**src/hdl/asl_pkg.sv**
```systemverilog
// shared types and constants for the analog scale / low-pass block
// used by asl_mul, asl_div and analog_scale_lowpass_core; no dependencies
package asl_pkg;

  // field and register widths
  localparam int ELAPSED_W    = 16;
  localparam int RAW_SAMPLE_W = 12;
  localparam int VALUE_W      = 32;
  localparam int ACC_W        = 32;
  localparam int FS_W         = 12;
  localparam int TAU_W        = 20;
  localparam int DT_W         = 31;
  localparam int CFG_IDX_W    = 3;
  localparam int CFG_DATA_W   = 32;

  // block constants
  localparam int unsigned SAMPLE_INTERVAL_MS = 10;
  localparam int unsigned RAW_BITS_DEF       = 12;
  localparam logic signed [VALUE_W-1:0] SCALED_MAX_RST = 32'sd6553600;
  localparam logic [FS_W-1:0]           FULL_SCALE_RST = 12'd4095;

  // serial multiplier: signed multiplicand times unsigned multiplier
  localparam int MCAND_W   = 33;
  localparam int MPLIER_W  = 32;
  localparam int PROD_W    = MCAND_W + 1 + MPLIER_W;
  localparam int MUL_CNT_W = 6;

  // serial divider: unsigned numerator over unsigned denominator
  localparam int NUM_W     = 64;
  localparam int DEN_W     = 32;
  localparam int DIV_CNT_W = 7;

  typedef struct packed {
    logic                 start;
    logic [MUL_CNT_W-1:0] count;
  } mul_cmd_t;

  typedef struct packed {
    logic                 start;
    logic [DIV_CNT_W-1:0] count;
  } div_cmd_t;

  typedef enum logic [CFG_IDX_W-1:0] {
    REG_ENABLE     = 3'd0,
    REG_SCALED_MIN = 3'd1,
    REG_SCALED_MAX = 3'd2,
    REG_FULL_SCALE = 3'd3,
    REG_FILTER_MS  = 3'd4
  } asl_reg_e;

  typedef enum logic [3:0] {
    ST_IDLE,
    ST_CHECK,
    ST_MUL_SCALE,
    ST_ABS,
    ST_LOAD,
    ST_DIV,
    ST_POST,
    ST_MUL_PREV,
    ST_MUL_NEW,
    ST_OUT
  } asl_state_e;

endpackage

```
**src/hdl/analog_scale_lowpass_core.sv**
```systemverilog
// linear scaling of a raw converter sample followed by a first-order low-pass
// top level; depends on asl_pkg, asl_mul and asl_div
//
// input channel (in_valid_i / in_stall_o) carries elapsed_ms_i and raw_sample_i;
// output channel (out_valid_o / out_stall_i) returns one item per input item:
// filtered_value_o (signed q16.16) and updated_o.
// elapsed time adds into a saturating accumulator; once enabled, with min and
// max apart and the interval reached, the sample is scaled and filtered and
// the accumulator clears.
// one item is worked at a time. an item that takes no sample skips both units;
// an item that updates runs through one shared bit-serial multiplier (three
// products of RAW_BITS, 20 and 31 bits) and one restoring divider (RAW_BITS+33
// and 64 quotient bits).
// results sit in an output register; the next item is taken while it waits,
// and a stalled receiver only holds the block once the next result is ready.
// reset clears the state, the accumulator and the filter to zero and loads
// register defaults. config writes on cfg_we_i take effect at once and belong
// to idle periods only.
module analog_scale_lowpass_core #(
  parameter int unsigned RAW_BITS = asl_pkg::RAW_BITS_DEF
) (
  input  logic                                   clk_i,
  input  logic                                   rst_ni,
  input  logic                                   cfg_we_i,
  input  logic        [asl_pkg::CFG_IDX_W-1:0]   cfg_idx_i,
  input  logic        [asl_pkg::CFG_DATA_W-1:0]  cfg_data_i,
  input  logic                                   in_valid_i,
  output logic                                   in_stall_o,
  input  logic        [asl_pkg::ELAPSED_W-1:0]   elapsed_ms_i,
  input  logic        [asl_pkg::RAW_SAMPLE_W-1:0] raw_sample_i,
  output logic                                   out_valid_o,
  input  logic                                   out_stall_i,
  output logic signed [asl_pkg::VALUE_W-1:0]     filtered_value_o,
  output logic                                   updated_o
);
  import asl_pkg::*;

  localparam int RAW_EXT_W  = (RAW_BITS > RAW_SAMPLE_W) ? RAW_BITS : RAW_SAMPLE_W;
  localparam int SCALE_BITS = RAW_BITS + MCAND_W;
  localparam int SCALE_ALIGN = NUM_W - SCALE_BITS;
  localparam int SCALE_SHIFT = MPLIER_W - RAW_BITS;
  localparam int TAU_SHIFT  = MPLIER_W - TAU_W;
  localparam int DT_SHIFT   = MPLIER_W - DT_W;

  function automatic logic signed [VALUE_W-1:0] sat_value(
    input logic signed [PROD_W-1:0] v
  );
    logic [PROD_W-VALUE_W:0] top;
    top = v[PROD_W-1:VALUE_W-1];
    if (&top || ~|top) begin
      return v[VALUE_W-1:0];
    end
    return v[PROD_W-1] ? {1'b1, {(VALUE_W-1){1'b0}}} : {1'b0, {(VALUE_W-1){1'b1}}};
  endfunction

  // configuration
  logic                        enable_q;
  logic signed [VALUE_W-1:0]   scaled_min_q;
  logic signed [VALUE_W-1:0]   scaled_max_q;
  logic [FS_W-1:0]             full_scale_q;
  logic [TAU_W-1:0]            tau_q;

  // control and state
  asl_state_e                  state_q, state_d;
  logic [ACC_W-1:0]            acc_q;
  logic signed [VALUE_W-1:0]   smoothed_q;
  logic                        filt_q;
  logic                        upd_q;
  logic                        out_valid_q;

  // datapath
  logic [RAW_BITS-1:0]         raw_q;
  logic [DT_W-1:0]             dt_q;
  logic signed [VALUE_W-1:0]   scaled_q;
  logic signed [NUM_W-1:0]     p2_q;
  logic signed [NUM_W-1:0]     num_q;
  logic [NUM_W-1:0]            mag_q;
  logic                        neg_q;
  logic [DEN_W-1:0]            den_q;
  logic signed [VALUE_W-1:0]   out_value_q;
  logic                        out_upd_q;

  logic                        in_accept;
  logic                        out_free;
  logic                        ready;
  logic [ACC_W:0]              acc_sum;
  logic [ACC_W-1:0]            acc_sat;
  logic [RAW_EXT_W-1:0]        raw_ext;
  logic [FS_W-1:0]             fs_eff;
  logic signed [MCAND_W-1:0]   span;
  logic [DT_W-1:0]             dt_cap;
  logic signed [PROD_W-1:0]    abs_src;
  logic signed [PROD_W-1:0]    abs_mag;
  logic [NUM_W-1:0]            div_val;
  logic signed [PROD_W-1:0]    quo_s;
  logic signed [PROD_W-1:0]    post_sum;
  logic signed [VALUE_W-1:0]   post_sat;

  mul_cmd_t                    mul_cmd;
  logic signed [MCAND_W-1:0]   mul_mcand;
  logic [MPLIER_W-1:0]         mul_mplier;
  logic                        mul_done;
  logic signed [PROD_W-1:0]    mul_prod;
  div_cmd_t                    div_cmd;
  logic [NUM_W-1:0]            div_num;
  logic                        div_done;
  logic [NUM_W-1:0]            div_quo;

  asl_mul u_mul (
    .clk_i    (clk_i),
    .rst_ni   (rst_ni),
    .cmd_i    (mul_cmd),
    .mcand_i  (mul_mcand),
    .mplier_i (mul_mplier),
    .done_o   (mul_done),
    .prod_o   (mul_prod)
  );

  asl_div u_div (
    .clk_i  (clk_i),
    .rst_ni (rst_ni),
    .cmd_i  (div_cmd),
    .num_i  (div_num),
    .den_i  (den_q),
    .done_o (div_done),
    .quo_o  (div_quo)
  );

  assign in_accept = in_valid_i && !in_stall_o;
  assign out_free  = !out_valid_q || !out_stall_i;

  assign acc_sum = {1'b0, acc_q} + (ACC_W + 1)'(elapsed_ms_i);
  assign acc_sat = acc_sum[ACC_W] ? '1 : acc_sum[ACC_W-1:0];
  assign raw_ext = RAW_EXT_W'(raw_sample_i);

  assign ready  = enable_q && (scaled_max_q != scaled_min_q) &&
                  (acc_q >= ACC_W'(SAMPLE_INTERVAL_MS));
  assign fs_eff = (full_scale_q == '0) ? FS_W'(1) : full_scale_q;
  assign span   = $signed({scaled_max_q[VALUE_W-1], scaled_max_q}) -
                  $signed({scaled_min_q[VALUE_W-1], scaled_min_q});
  assign dt_cap = acc_q[ACC_W-1] ? '1 : acc_q[DT_W-1:0];

  // magnitude and sign of the dividend: scaled product or filter numerator
  assign abs_src = filt_q ? $signed({{(PROD_W-NUM_W){num_q[NUM_W-1]}}, num_q})
                          : (mul_prod >>> SCALE_SHIFT);
  assign abs_mag = abs_src[PROD_W-1] ? -abs_src : abs_src;

  // round half away from zero by adding half the divisor to the magnitude
  assign div_val = mag_q + NUM_W'(den_q >> 1);
  assign div_num = filt_q ? div_val : (div_val << SCALE_ALIGN);

  assign quo_s    = $signed({{(PROD_W-NUM_W){1'b0}}, div_quo});
  assign post_sum = (neg_q ? -quo_s : quo_s) +
                    (filt_q ? '0 : $signed({{(PROD_W-VALUE_W){scaled_min_q[VALUE_W-1]}},
                                            scaled_min_q}));
  assign post_sat = sat_value(post_sum);

  // next state
  always_comb begin
    state_d = state_q;
    case (state_q)
      ST_IDLE:      if (in_valid_i) state_d = ST_CHECK;
      ST_CHECK:     state_d = ready ? ST_MUL_SCALE : ST_OUT;
      ST_MUL_SCALE: if (mul_done) state_d = ST_ABS;
      ST_ABS:       state_d = ST_LOAD;
      ST_LOAD:      state_d = ST_DIV;
      ST_DIV:       if (div_done) state_d = ST_POST;
      ST_POST:      state_d = filt_q ? ST_OUT : ST_MUL_PREV;
      ST_MUL_PREV:  if (mul_done) state_d = ST_MUL_NEW;
      ST_MUL_NEW:   if (mul_done) state_d = ST_ABS;
      ST_OUT:       if (out_free) state_d = ST_IDLE;
      default:      state_d = ST_IDLE;
    endcase
  end

  // unit commands and operand selection
  always_comb begin
    in_stall_o    = 1'b1;
    mul_cmd       = '0;
    mul_mcand     = '0;
    mul_mplier    = '0;
    div_cmd       = '0;
    case (state_q)
      ST_IDLE: begin
        in_stall_o = 1'b0;
      end
      ST_CHECK: begin
        mul_cmd.start = ready;
        mul_cmd.count = MUL_CNT_W'(RAW_BITS);
        mul_mcand     = span;
        mul_mplier    = MPLIER_W'(raw_q);
      end
      ST_LOAD: begin
        div_cmd.start = 1'b1;
        div_cmd.count = filt_q ? DIV_CNT_W'(NUM_W) : DIV_CNT_W'(SCALE_BITS);
      end
      ST_POST: begin
        // previous value times the time constant
        mul_cmd.start = !filt_q;
        mul_cmd.count = MUL_CNT_W'(TAU_W);
        mul_mcand     = $signed({smoothed_q[VALUE_W-1], smoothed_q});
        mul_mplier    = MPLIER_W'(tau_q);
      end
      ST_MUL_PREV: begin
        // new scaled value times the elapsed weight
        mul_cmd.start = mul_done;
        mul_cmd.count = MUL_CNT_W'(DT_W);
        mul_mcand     = $signed({scaled_q[VALUE_W-1], scaled_q});
        mul_mplier    = MPLIER_W'(dt_q);
      end
      default: begin
        in_stall_o = 1'b1;
      end
    endcase
  end

  // configuration registers
  always_ff @(posedge clk_i or negedge rst_ni) begin
    if (!rst_ni) begin
      enable_q     <= 1'b0;
      scaled_min_q <= '0;
      scaled_max_q <= SCALED_MAX_RST;
      full_scale_q <= FULL_SCALE_RST;
      tau_q        <= '0;
    end else if (cfg_we_i) begin
      case (cfg_idx_i)
        REG_ENABLE:     enable_q     <= cfg_data_i[0];
        REG_SCALED_MIN: scaled_min_q <= $signed(cfg_data_i[VALUE_W-1:0]);
        REG_SCALED_MAX: scaled_max_q <= $signed(cfg_data_i[VALUE_W-1:0]);
        REG_FULL_SCALE: full_scale_q <= cfg_data_i[FS_W-1:0];
        REG_FILTER_MS:  tau_q        <= cfg_data_i[TAU_W-1:0];
        default: ;
      endcase
    end
  end

  // control state
  always_ff @(posedge clk_i or negedge rst_ni) begin
    if (!rst_ni) begin
      state_q     <= ST_IDLE;
      acc_q       <= '0;
      smoothed_q  <= '0;
      filt_q      <= 1'b0;
      upd_q       <= 1'b0;
      out_valid_q <= 1'b0;
    end else begin
      state_q <= state_d;
      if (in_accept) begin
        acc_q <= acc_sat;
      end
      if (state_q == ST_CHECK) begin
        filt_q <= 1'b0;
        upd_q  <= 1'b0;
        if (ready) begin
          acc_q <= '0;
        end
      end
      if (state_q == ST_POST) begin
        if (filt_q) begin
          smoothed_q <= post_sat;
          upd_q      <= 1'b1;
        end else begin
          filt_q <= 1'b1;
        end
      end
      if (state_q == ST_OUT && out_free) begin
        out_valid_q <= 1'b1;
      end else if (!out_stall_i) begin
        out_valid_q <= 1'b0;
      end
    end
  end

  // datapath registers
  always_ff @(posedge clk_i) begin
    if (in_accept) begin
      raw_q <= raw_ext[RAW_BITS-1:0];
    end
    case (state_q)
      ST_CHECK: begin
        dt_q  <= dt_cap;
        den_q <= DEN_W'(fs_eff);
      end
      ST_ABS: begin
        mag_q <= abs_mag[NUM_W-1:0];
        neg_q <= abs_src[PROD_W-1];
      end
      ST_POST: begin
        if (!filt_q) begin
          scaled_q <= post_sat;
          den_q    <= DEN_W'(tau_q) + DEN_W'(dt_q);
        end
      end
      ST_MUL_PREV: begin
        if (mul_done) begin
          p2_q <= NUM_W'(mul_prod >>> TAU_SHIFT);
        end
      end
      ST_MUL_NEW: begin
        if (mul_done) begin
          num_q <= p2_q + NUM_W'(mul_prod >>> DT_SHIFT);
        end
      end
      ST_OUT: begin
        if (out_free) begin
          out_value_q <= smoothed_q;
          out_upd_q   <= upd_q;
        end
      end
      default: ;
    endcase
  end

  assign out_valid_o      = out_valid_q;
  assign filtered_value_o = out_value_q;
  assign updated_o        = out_upd_q;

endmodule

```
**src/hdl/asl_mul.sv**
```systemverilog
// bit-serial shift-add multiplier, one multiplier bit per cycle
// depends on asl_pkg
module asl_mul (
  input  logic                                  clk_i,
  input  logic                                  rst_ni,
  input  asl_pkg::mul_cmd_t                     cmd_i,
  input  logic signed [asl_pkg::MCAND_W-1:0]    mcand_i,
  input  logic        [asl_pkg::MPLIER_W-1:0]   mplier_i,
  output logic                                  done_o,
  output logic signed [asl_pkg::PROD_W-1:0]     prod_o
);
  import asl_pkg::*;

  logic                        busy_q;
  logic                        done_q;
  logic [MUL_CNT_W-1:0]        cnt_q;
  logic signed [MCAND_W:0]     hi_q;
  logic [MPLIER_W-1:0]         lo_q;
  logic signed [MCAND_W-1:0]   mc_q;
  logic signed [MCAND_W:0]     addend;
  logic signed [MCAND_W:0]     sum_d;

  assign addend = lo_q[0] ? $signed({mc_q[MCAND_W-1], mc_q}) : '0;
  assign sum_d  = hi_q + addend;

  always_ff @(posedge clk_i or negedge rst_ni) begin
    if (!rst_ni) begin
      busy_q <= 1'b0;
      done_q <= 1'b0;
      cnt_q  <= '0;
    end else if (cmd_i.start) begin
      busy_q <= 1'b1;
      done_q <= 1'b0;
      cnt_q  <= cmd_i.count;
    end else if (busy_q) begin
      cnt_q <= cnt_q - MUL_CNT_W'(1);
      if (cnt_q == MUL_CNT_W'(1)) begin
        busy_q <= 1'b0;
        done_q <= 1'b1;
      end
    end else begin
      done_q <= 1'b0;
    end
  end

  always_ff @(posedge clk_i) begin
    if (cmd_i.start) begin
      hi_q <= '0;
      lo_q <= mplier_i;
      mc_q <= mcand_i;
    end else if (busy_q) begin
      // partial sum drops its low bit into the product's low half
      hi_q <= sum_d >>> 1;
      lo_q <= {sum_d[0], lo_q[MPLIER_W-1:1]};
    end
  end

  assign done_o = done_q;
  assign prod_o = $signed({hi_q, lo_q});

endmodule

```
**src/hdl/asl_div.sv**
```systemverilog
// restoring radix-2 divider, one quotient bit per cycle
// depends on asl_pkg; numerator comes in left-aligned to its used bits
module asl_div (
  input  logic                          clk_i,
  input  logic                          rst_ni,
  input  asl_pkg::div_cmd_t             cmd_i,
  input  logic [asl_pkg::NUM_W-1:0]     num_i,
  input  logic [asl_pkg::DEN_W-1:0]     den_i,
  output logic                          done_o,
  output logic [asl_pkg::NUM_W-1:0]     quo_o
);
  import asl_pkg::*;

  logic                   busy_q;
  logic                   done_q;
  logic [DIV_CNT_W-1:0]   cnt_q;
  logic [NUM_W-1:0]       nq_q;
  logic [DEN_W-1:0]       rem_q;
  logic [DEN_W-1:0]       den_q;
  logic [DEN_W:0]         trial;
  logic [DEN_W+1:0]       diff;
  logic                   qbit;

  assign trial = {rem_q, nq_q[NUM_W-1]};
  assign diff  = {1'b0, trial} - {2'b00, den_q};
  assign qbit  = ~diff[DEN_W+1];

  always_ff @(posedge clk_i or negedge rst_ni) begin
    if (!rst_ni) begin
      busy_q <= 1'b0;
      done_q <= 1'b0;
      cnt_q  <= '0;
    end else if (cmd_i.start) begin
      busy_q <= 1'b1;
      done_q <= 1'b0;
      cnt_q  <= cmd_i.count;
    end else if (busy_q) begin
      cnt_q <= cnt_q - DIV_CNT_W'(1);
      if (cnt_q == DIV_CNT_W'(1)) begin
        busy_q <= 1'b0;
        done_q <= 1'b1;
      end
    end else begin
      done_q <= 1'b0;
    end
  end

  always_ff @(posedge clk_i) begin
    if (cmd_i.start) begin
      nq_q  <= num_i;
      rem_q <= '0;
      den_q <= den_i;
    end else if (busy_q) begin
      // numerator bits shift out the top, quotient bits fill from the bottom
      nq_q  <= {nq_q[NUM_W-2:0], qbit};
      rem_q <= qbit ? diff[DEN_W-1:0] : trial[DEN_W-1:0];
    end
  end

  assign done_o = done_q;
  assign quo_o  = nq_q;

endmodule
```
**config.mk**
```make
export PLATFORM = sky130hd
export DESIGN_NAME = analog_scale_lowpass_core
export DESIGN_NICKNAME = d
export VERILOG_FILES = /design/src/hdl/asl_pkg.sv /design/src/hdl/analog_scale_lowpass_core.sv /design/src/hdl/asl_mul.sv /design/src/hdl/asl_div.sv
export SDC_FILE = /design/constraint.sdc
export NUM_CORES = 2
export LEC_CHECK = 0
export ABC_AREA = 1
export BUFFER_PORTS_ARGS = -buffer_cell sky130_fd_sc_hd__buf_4
export CAP_MARGIN = 20
export CORE_AREA = 2 2 376 378
export DETAILED_ROUTE_END_ITERATION = 6
export DIE_AREA = 0 0 378 380
export PLACE_DENSITY = 0.61
export SLEW_MARGIN = 20
export SYNTH_ARGS = -nofsm -noshare
export SYNTH_HDL_FRONTEND = slang
export SYNTH_HIERARCHICAL = 1
export SYNTH_SLANG_ARGS = --single-unit
```
**constraint.sdc**
```tcl
create_clock -name clk_i -period 7.97 [get_ports clk_i]
set_input_delay 1.594 -clock clk_i [delete_from_list [all_inputs] [get_ports clk_i]]
set_output_delay 1.594 -clock clk_i [all_outputs]
set_load 0.03 [all_outputs]
```
; ---- Word level (Yosys, flattened, before mapping)
; Cells that the tools add are included.
[classes]
add_sub_neg = 12
n_mul = 0
n_div = 0
order_cmp = 1
eq_ne = 25
shifts = 0
mux = 60
bitwise_logic = 2
n_reduce_logical = 31
[ops]
columns = operator, count
row1 = 2-to-1 mux 32 bit, 11
row2 = 2-to-1 mux 64 bit, 4
row3 = 2-to-1 mux 66 bit, 3
row4 = case mux 33 bit (3 select lines), 1
row5 = case mux 31 bit (3 select lines), 1
row6 = adder 66 bit, 1
row7 = negation 64 -> 66 bit, 1
row8 = adder 53 x 64 -> 64 bit, 1
row9 = adder 64 x 31 -> 64 bit, 1
row10 = negation 64 bit, 1
row11 = case mux 32 bit (2 select lines), 1
row12 = case mux 4 bit (9 select lines), 1
row13 = AND reduction 35 bit, 1
row14 = OR reduction 35 bit, 1
row15 = adder 33 x 34 -> 34 bit, 1
row16 = 2-to-1 mux 34 bit, 1
row17 = subtractor 33 x 32 -> 34 bit, 1
row18 = adder 32 x 16 -> 33 bit, 1
row19 = subtractor 32 x 32 -> 33 bit, 1
row20 = adder 20 x 31 -> 32 bit, 1
row21 = >= comparator 32 x 4 -> 1 bit (second input constant), 1
row22 = inequality test 32 bit, 1
row23 = 2-to-1 mux 4 bit, 7
row24 = 2-to-1 mux 1 bit, 22
row25 = other kinds (30), 65
[word_totals]
ff_bits = 733
latchBits = 0
ramBits = 0
rom_bits = 0
in_bits = 68
output_inout_bits = 35
wordCells = 164
n_memories = 0

; ---- Logic depth before layout (Yosys ltp)
[logic_depth]
depth_word = 8
ltp_mapped = 41
mapped_depth_nobuf = 40

; ---- Cells and area by module
; Netlist, hierarchy kept.
[by_module_without_submodules]
columns = mod, instances, cells_each, area_per_inst_um2, seq_area_each_um2
row1 = analog_scale_lowpass_core, 1, 5814, 40717.8, 13922.1
row2 = asl_div, 1, 1149, 8459.4, 3748.6
row3 = asl_mul, 1, 876, 6363.6, 2812.7

; ---- Worst setup path after synthesis
; Ideal clock, no wire load.
[synth_timing]
path_type = register to register
start = register state_q[3]
end = register u_mul.lo_q[0], enable pin
setup_time_ns = 0.390
t_arrival_ns = 5.590
required_time_ns = 7.580
path_slack_ns = 1.991
path_stages_with_launch = 9
n_path_buf = 0
synth_period_minus_slack_ns = 5.979
path_cell_list = dfrtp_1 > nor2_1 > inv_1 > nor2_1 > inv_1 > nor2_1 > nand3b_1 > nor2_1 > inv_1
[synth_lines]
columns = item, line_no
row1 = "start, declared", analog_scale_lowpass_core.sv:64  ; asl_state_e state_q, state_d;
row2 = "start signal, assigned", analog_scale_lowpass_core.sv:247  ; state_q <= state_d;
row3 = "end signal, assigned", asl_mul.sv:49  ; lo_q <= mplier_i;
row4 = "end signal, assigned", asl_mul.sv:54  ; lo_q <= {sum_d[0], lo_q[MPLIER_W-1:1]};
row5 = "end, declared", asl_mul.sv:18  ; logic [MPLIER_W-1:0] lo_q;

; ---- Worst setup path after layout
[layout_timing]
start = register u_div.nq_q[3] (netlist: u_div/quo_o[3])
end = register scaled_q[0], data pin
[layout_via]
elab_chain_cells = 8
word_cells_on_any_way = 10
cone_classes = add/sub (2) / mux (4) / reduce/logical (4)
[layout_lines]
columns = item, line_no
row1 = "start, declared", asl_div.sv:17  ; logic [NUM_W-1:0] nq_q;
row2 = "start signal, assigned", asl_div.sv:50  ; nq_q <= num_i;
row3 = "start signal, assigned", asl_div.sv:55  ; nq_q <= {nq_q[NUM_W-2:0], qbit};
row4 = negation 64 -> 66 bit, analog_scale_lowpass_core.sv:153  ; assign post_sum = (neg_q ? -quo_s : quo_s) +
row5 = 2-to-1 mux 66 bit (*), analog_scale_lowpass_core.sv:153
row6 = adder 66 bit (*), analog_scale_lowpass_core.sv:153
row7 = OR reduction 35 bit, analog_scale_lowpass_core.sv:50  ; if (&top || ~|top) begin
row8 = logical NOT 1 bit, analog_scale_lowpass_core.sv:50
row9 = logical OR 1 bit, analog_scale_lowpass_core.sv:50
row10 = 2-to-1 mux 1 bit, analog_scale_lowpass_core.sv:50
row11 = 2-to-1 mux 32 bit (*), analog_scale_lowpass_core.sv:53  ; return v[PROD_W-1] ? {1'b1, {(VALUE_W-1){1'b0}}} : {1'b0, {(VALUE_W-1){1'b1}}};
row12 = net post_sat[0], analog_scale_lowpass_core.sv:97  ; logic signed [VALUE_W-1:0] post_sat;
row13 = "end signal, assigned", analog_scale_lowpass_core.sv:290  ; scaled_q <= post_sat;
row14 = "end, declared", analog_scale_lowpass_core.sv:74  ; logic signed [VALUE_W-1:0] scaled_q;
; The timed path passes the listed nets; every way through them passes the cells marked *.
; A chain may end at the register's enable or synchronous reset.

==> impl_metrics.csv <==
group,metric,value,unit
status,outcome,"finished clean",
setup_path,critPathKind,"reg2reg",
cells_and_area,drive_above_1_share,0.0727,
yosys,synth-edff-count,484,
timing,final.setup.tns,0,ps
timing,max_slew_margin,0.310,
setup_path,rr_startpoint,"u_div/quo_o[3]",
clocking,clock_path_buffers,3,
yosys,yosysWarnings,6,
setup_path,path_max_fanout,31,
global_routing,grt_overflow_total,0,
die,rows,137,
yosys,synthCells,7839,
clocking,clkSinkCount,734,
die,die_x,378,µm
drt,drt_iter0_markers,5059,
yosys,ys_top_cells_by_count,"nand2_1, inv_1, nor2_1",
timing,setup_viol,0,
clocking,insertion_delay,710,ps
worst_hold_path,hold_path_end,"u_div/den_q[22]",
die,die_y,380,µm
place,hpwl,163,mm
yosys,synth_area,55500,µm²
setup_path,slowest_delay,490,ps
worst_hold_path,hp-start,"den_q[22]",
cells_and_area,nFillCells,14500,
setup_path,r2r_cells,28,
yosys,synth_top_area_share,0.262,
drt,dr.pass1.iters,6,
worst_hold_path,hold_depth,0,
die,core_area,139000,µm²
cells_and_area,areaGrowthSynthToFinish,10.4,%
setup_path,cp-start-kind,"flop",
cells_and_area,nets,8307,
setup_path,rr_endpoint,"scaled_q[0]",
clocking,cts-htree-levels,3,
power,powerDensity,473,nW/µm²
power,leakagePower,0.0297,µW
die,io-pin-count,103,
worst_hold_path,hold_class,"reg2reg",
timing,worst_slew_pin_slew,1030,ps
yosys,yosysUniqueCellTypes,75,
power,vdd_drop_max,267,µV
drt,drc_errors,0,
die,initial_utilization,0.399,
global_routing,grt_util_all_layers,0.276,
yosys,synth_ff_type,"edfxtp_1",
clocking,hold_buffers,0,
drt,postRouteAntennaNets,0,
yosys,yosys.cell_count.top_type,"nand2_1",
setup_path,reg2reg_setup_slack,1780,ps
clocking,clk_pin_slew,60,ps
global_routing,grt_pass1_vias,48500,
yosys,avgSynthCellArea,7.09,µm²
power,power,29000,µW
yosys,synth-seq-cells,734,
timing,period_needed,6190,ps
place,io_buffers,102,
timing,hold_viol_final,0,
yosys,ys_top_cells_by_area,"edfxtp_1, nand2_1, inv_1",
timing,fin_skew,40.7,ps
setup_path,cp-end-kind,"flop",
global_routing,grt_start_max_net_pins,121,
setup_path,cp.arrival,6600,ps
timing,fin_crit_sh,0.777,
yosys,synth_top_cell_by_area,"edfxtp_1",
clocking,postCtsSetupRepairBufs,0,
setup_path,crit_slowest_cell,"buf_4",
clocking,ctsRootBufferMaster,"clkbuf_16",
timing,slew_viol_final,0,
clocking,cts_buffers,87,
clocking,ctsResizeCount,0,
cells_and_area,multiInputGateArea,29600,µm²
global_routing,grt_pass1_wl,300,mm
clocking,tritoncts,"built",
drt,routedWlPerCell,20.4,µm
setup_path,required,8370,ps
drt,wirelength,202,mm
yosys,async_reset_ff_frac,0.252,
drt,avgViaCountPerCell,5.20,
yosys,yosysSeqAreaShare,0.369,
timing,max_freq,162,MHz
drt,via_count,51400,
global_routing,antenna_found_initial,5,
die,die-area,144000,µm²
flow_run,max-cap-violations,0,
timing,grt_setup_unrepaired,"false",
cells_and_area,ff_latch_area,20500,µm²
place,gp_congestion,1.02,
[final cells by class]
class                   count  area share
clock buffers             116      0.0398
repair buffers            148      0.0184
multi-input cells        5692       0.483
clock inverters            48     0.00871
inverters                1266      0.0775
well taps                1876      0.0383
diodes                      1   0.0000408
flip-flops and latches    734       0.334
[metal layers]
| metal | wire length, µm | part of all wire | vias to the layer above | track usage |
|---|---|---|---|---|
| met5 | 0 | 0 | - | 0 |
| li1 | - | - | 25400 | - |
| met4 | 5180 | 0.026 | 0 | 0.0758 |
| met2 | 90800 | 0.45 | 1670 | 0.440 |
| met1 | 91700 | 0.45 | 24100 | 0.389 |
| met3 | 14000 | 0.069 | 232 | 0.0373 |
[worst max-delay path: cells and delay by family (launching register included)]
family | cells | cell delay [ps]
AO/OA/AOI/OAI | 1 | 160
adder cells (fa/ha/maj) | 1 | 460
flip-flops | 1 | 450
XOR/XNOR | 1 | 190
buffers and inverters | 2 | 590
AND/OR/NAND/NOR | 23 | 3990
[power breakdown]
| part | switching [µW] | internal [µW] | leakage [µW] |
|---|---|---|---|
| Combinational | 12500 | 5270 | 0.0208 |
| Sequential | 1250 | 5850 | 0.00745 |
| Clock | 1740 | 2430 | 0.00144 |
[state kept, by name (all words and copies together) (netlist names), 4 cells and up]
signal and flops:
state_q 4, p2_q 54, u_div/quo_o 64, acc_q 32, full_scale_q 12, raw_q 12
scaled_q 32, u_div/cnt_q 7, den_q 32, filtered_value_o 32, u_div/rem_q 32, num_q 64
u_mul/lo_q 32, u_mul/cnt_q 6, u_mul/mc_q 33, u_div/den_q 32, scaled_min_q 32, scaled_max_q 32
smoothed_q 32, dt_q 31, mag_q 64, tau_q 20, u_mul/hi_q 33
[how the worst max path moves through the flow]
stage / from / endpoint / slack (ps) / cells past startpoint
6_report: u_div/quo_o[3] / scaled_q[0] / 1780 / 28
3_5_place_dp: u_div/quo_o[0] / scaled_q[0] / 1940 / 33
5_1_grt: u_div/quo_o[0] / scaled_q[0] / 1220 / 33
4_1_cts: u_div/quo_o[0] / scaled_q[0] / 1920 / 33
2_1_floorplan: state_q[3] / u_mul/lo_q[0] / 1990 / 8
3_3_place_gp: u_div/quo_o[0] / scaled_q[0] / 2080 / 30
[kinds of logic after synthesis]
group                    after synthesis  share of synthesized area
AND/OR/NAND/NOR                     3996                      0.303
flip-flops                           734                      0.369
multiplexers                          21                    0.00378
other                                  1                  0.0000675
XOR/XNOR                             309                     0.0487
adder cells (fa/ha/maj)              310                     0.0709
buffers and inverters               1416                     0.0994
AO/OA/AOI/OAI                       1052                      0.105
[cells in the final DEF (no fill, tap or decap), drive strengths merged, types with 15 or more instances in the layout]
master,instances
xor2,211
clkinv,38
nor3,98
o21ai,420
o21bai,17
o21a,23
a21o,15
nand2,2592
ha,302
xnor2,98
inv,1262
dfrtp,170
clkbuf,117
dfxtp,65
dfstp,15
or2,45
a31oi,64
nand3,389
buf,147
edfxtp,484
nor2,696
a21oi,415
nand4,84
nand3b,32
a21boi,15
mux2i,21
nor4,41
o211ai,24
[metrics by stage]
step                instance area [µm²]  hold WS (ps)  worst slack, ps  cells   util
finish                            61300           474             1780   9881  0.441
global route                      61300           485             1220   9880  0.441
CTS                               61300           469             1920   9880  0.441
detailed placement                58300           450             1940   9716  0.419
global placement                  58300           446             2080   9716  0.419
floorplan                         55600           400             1990   7842      -
No activity file was read; power rests on OpenSTA's default activity.
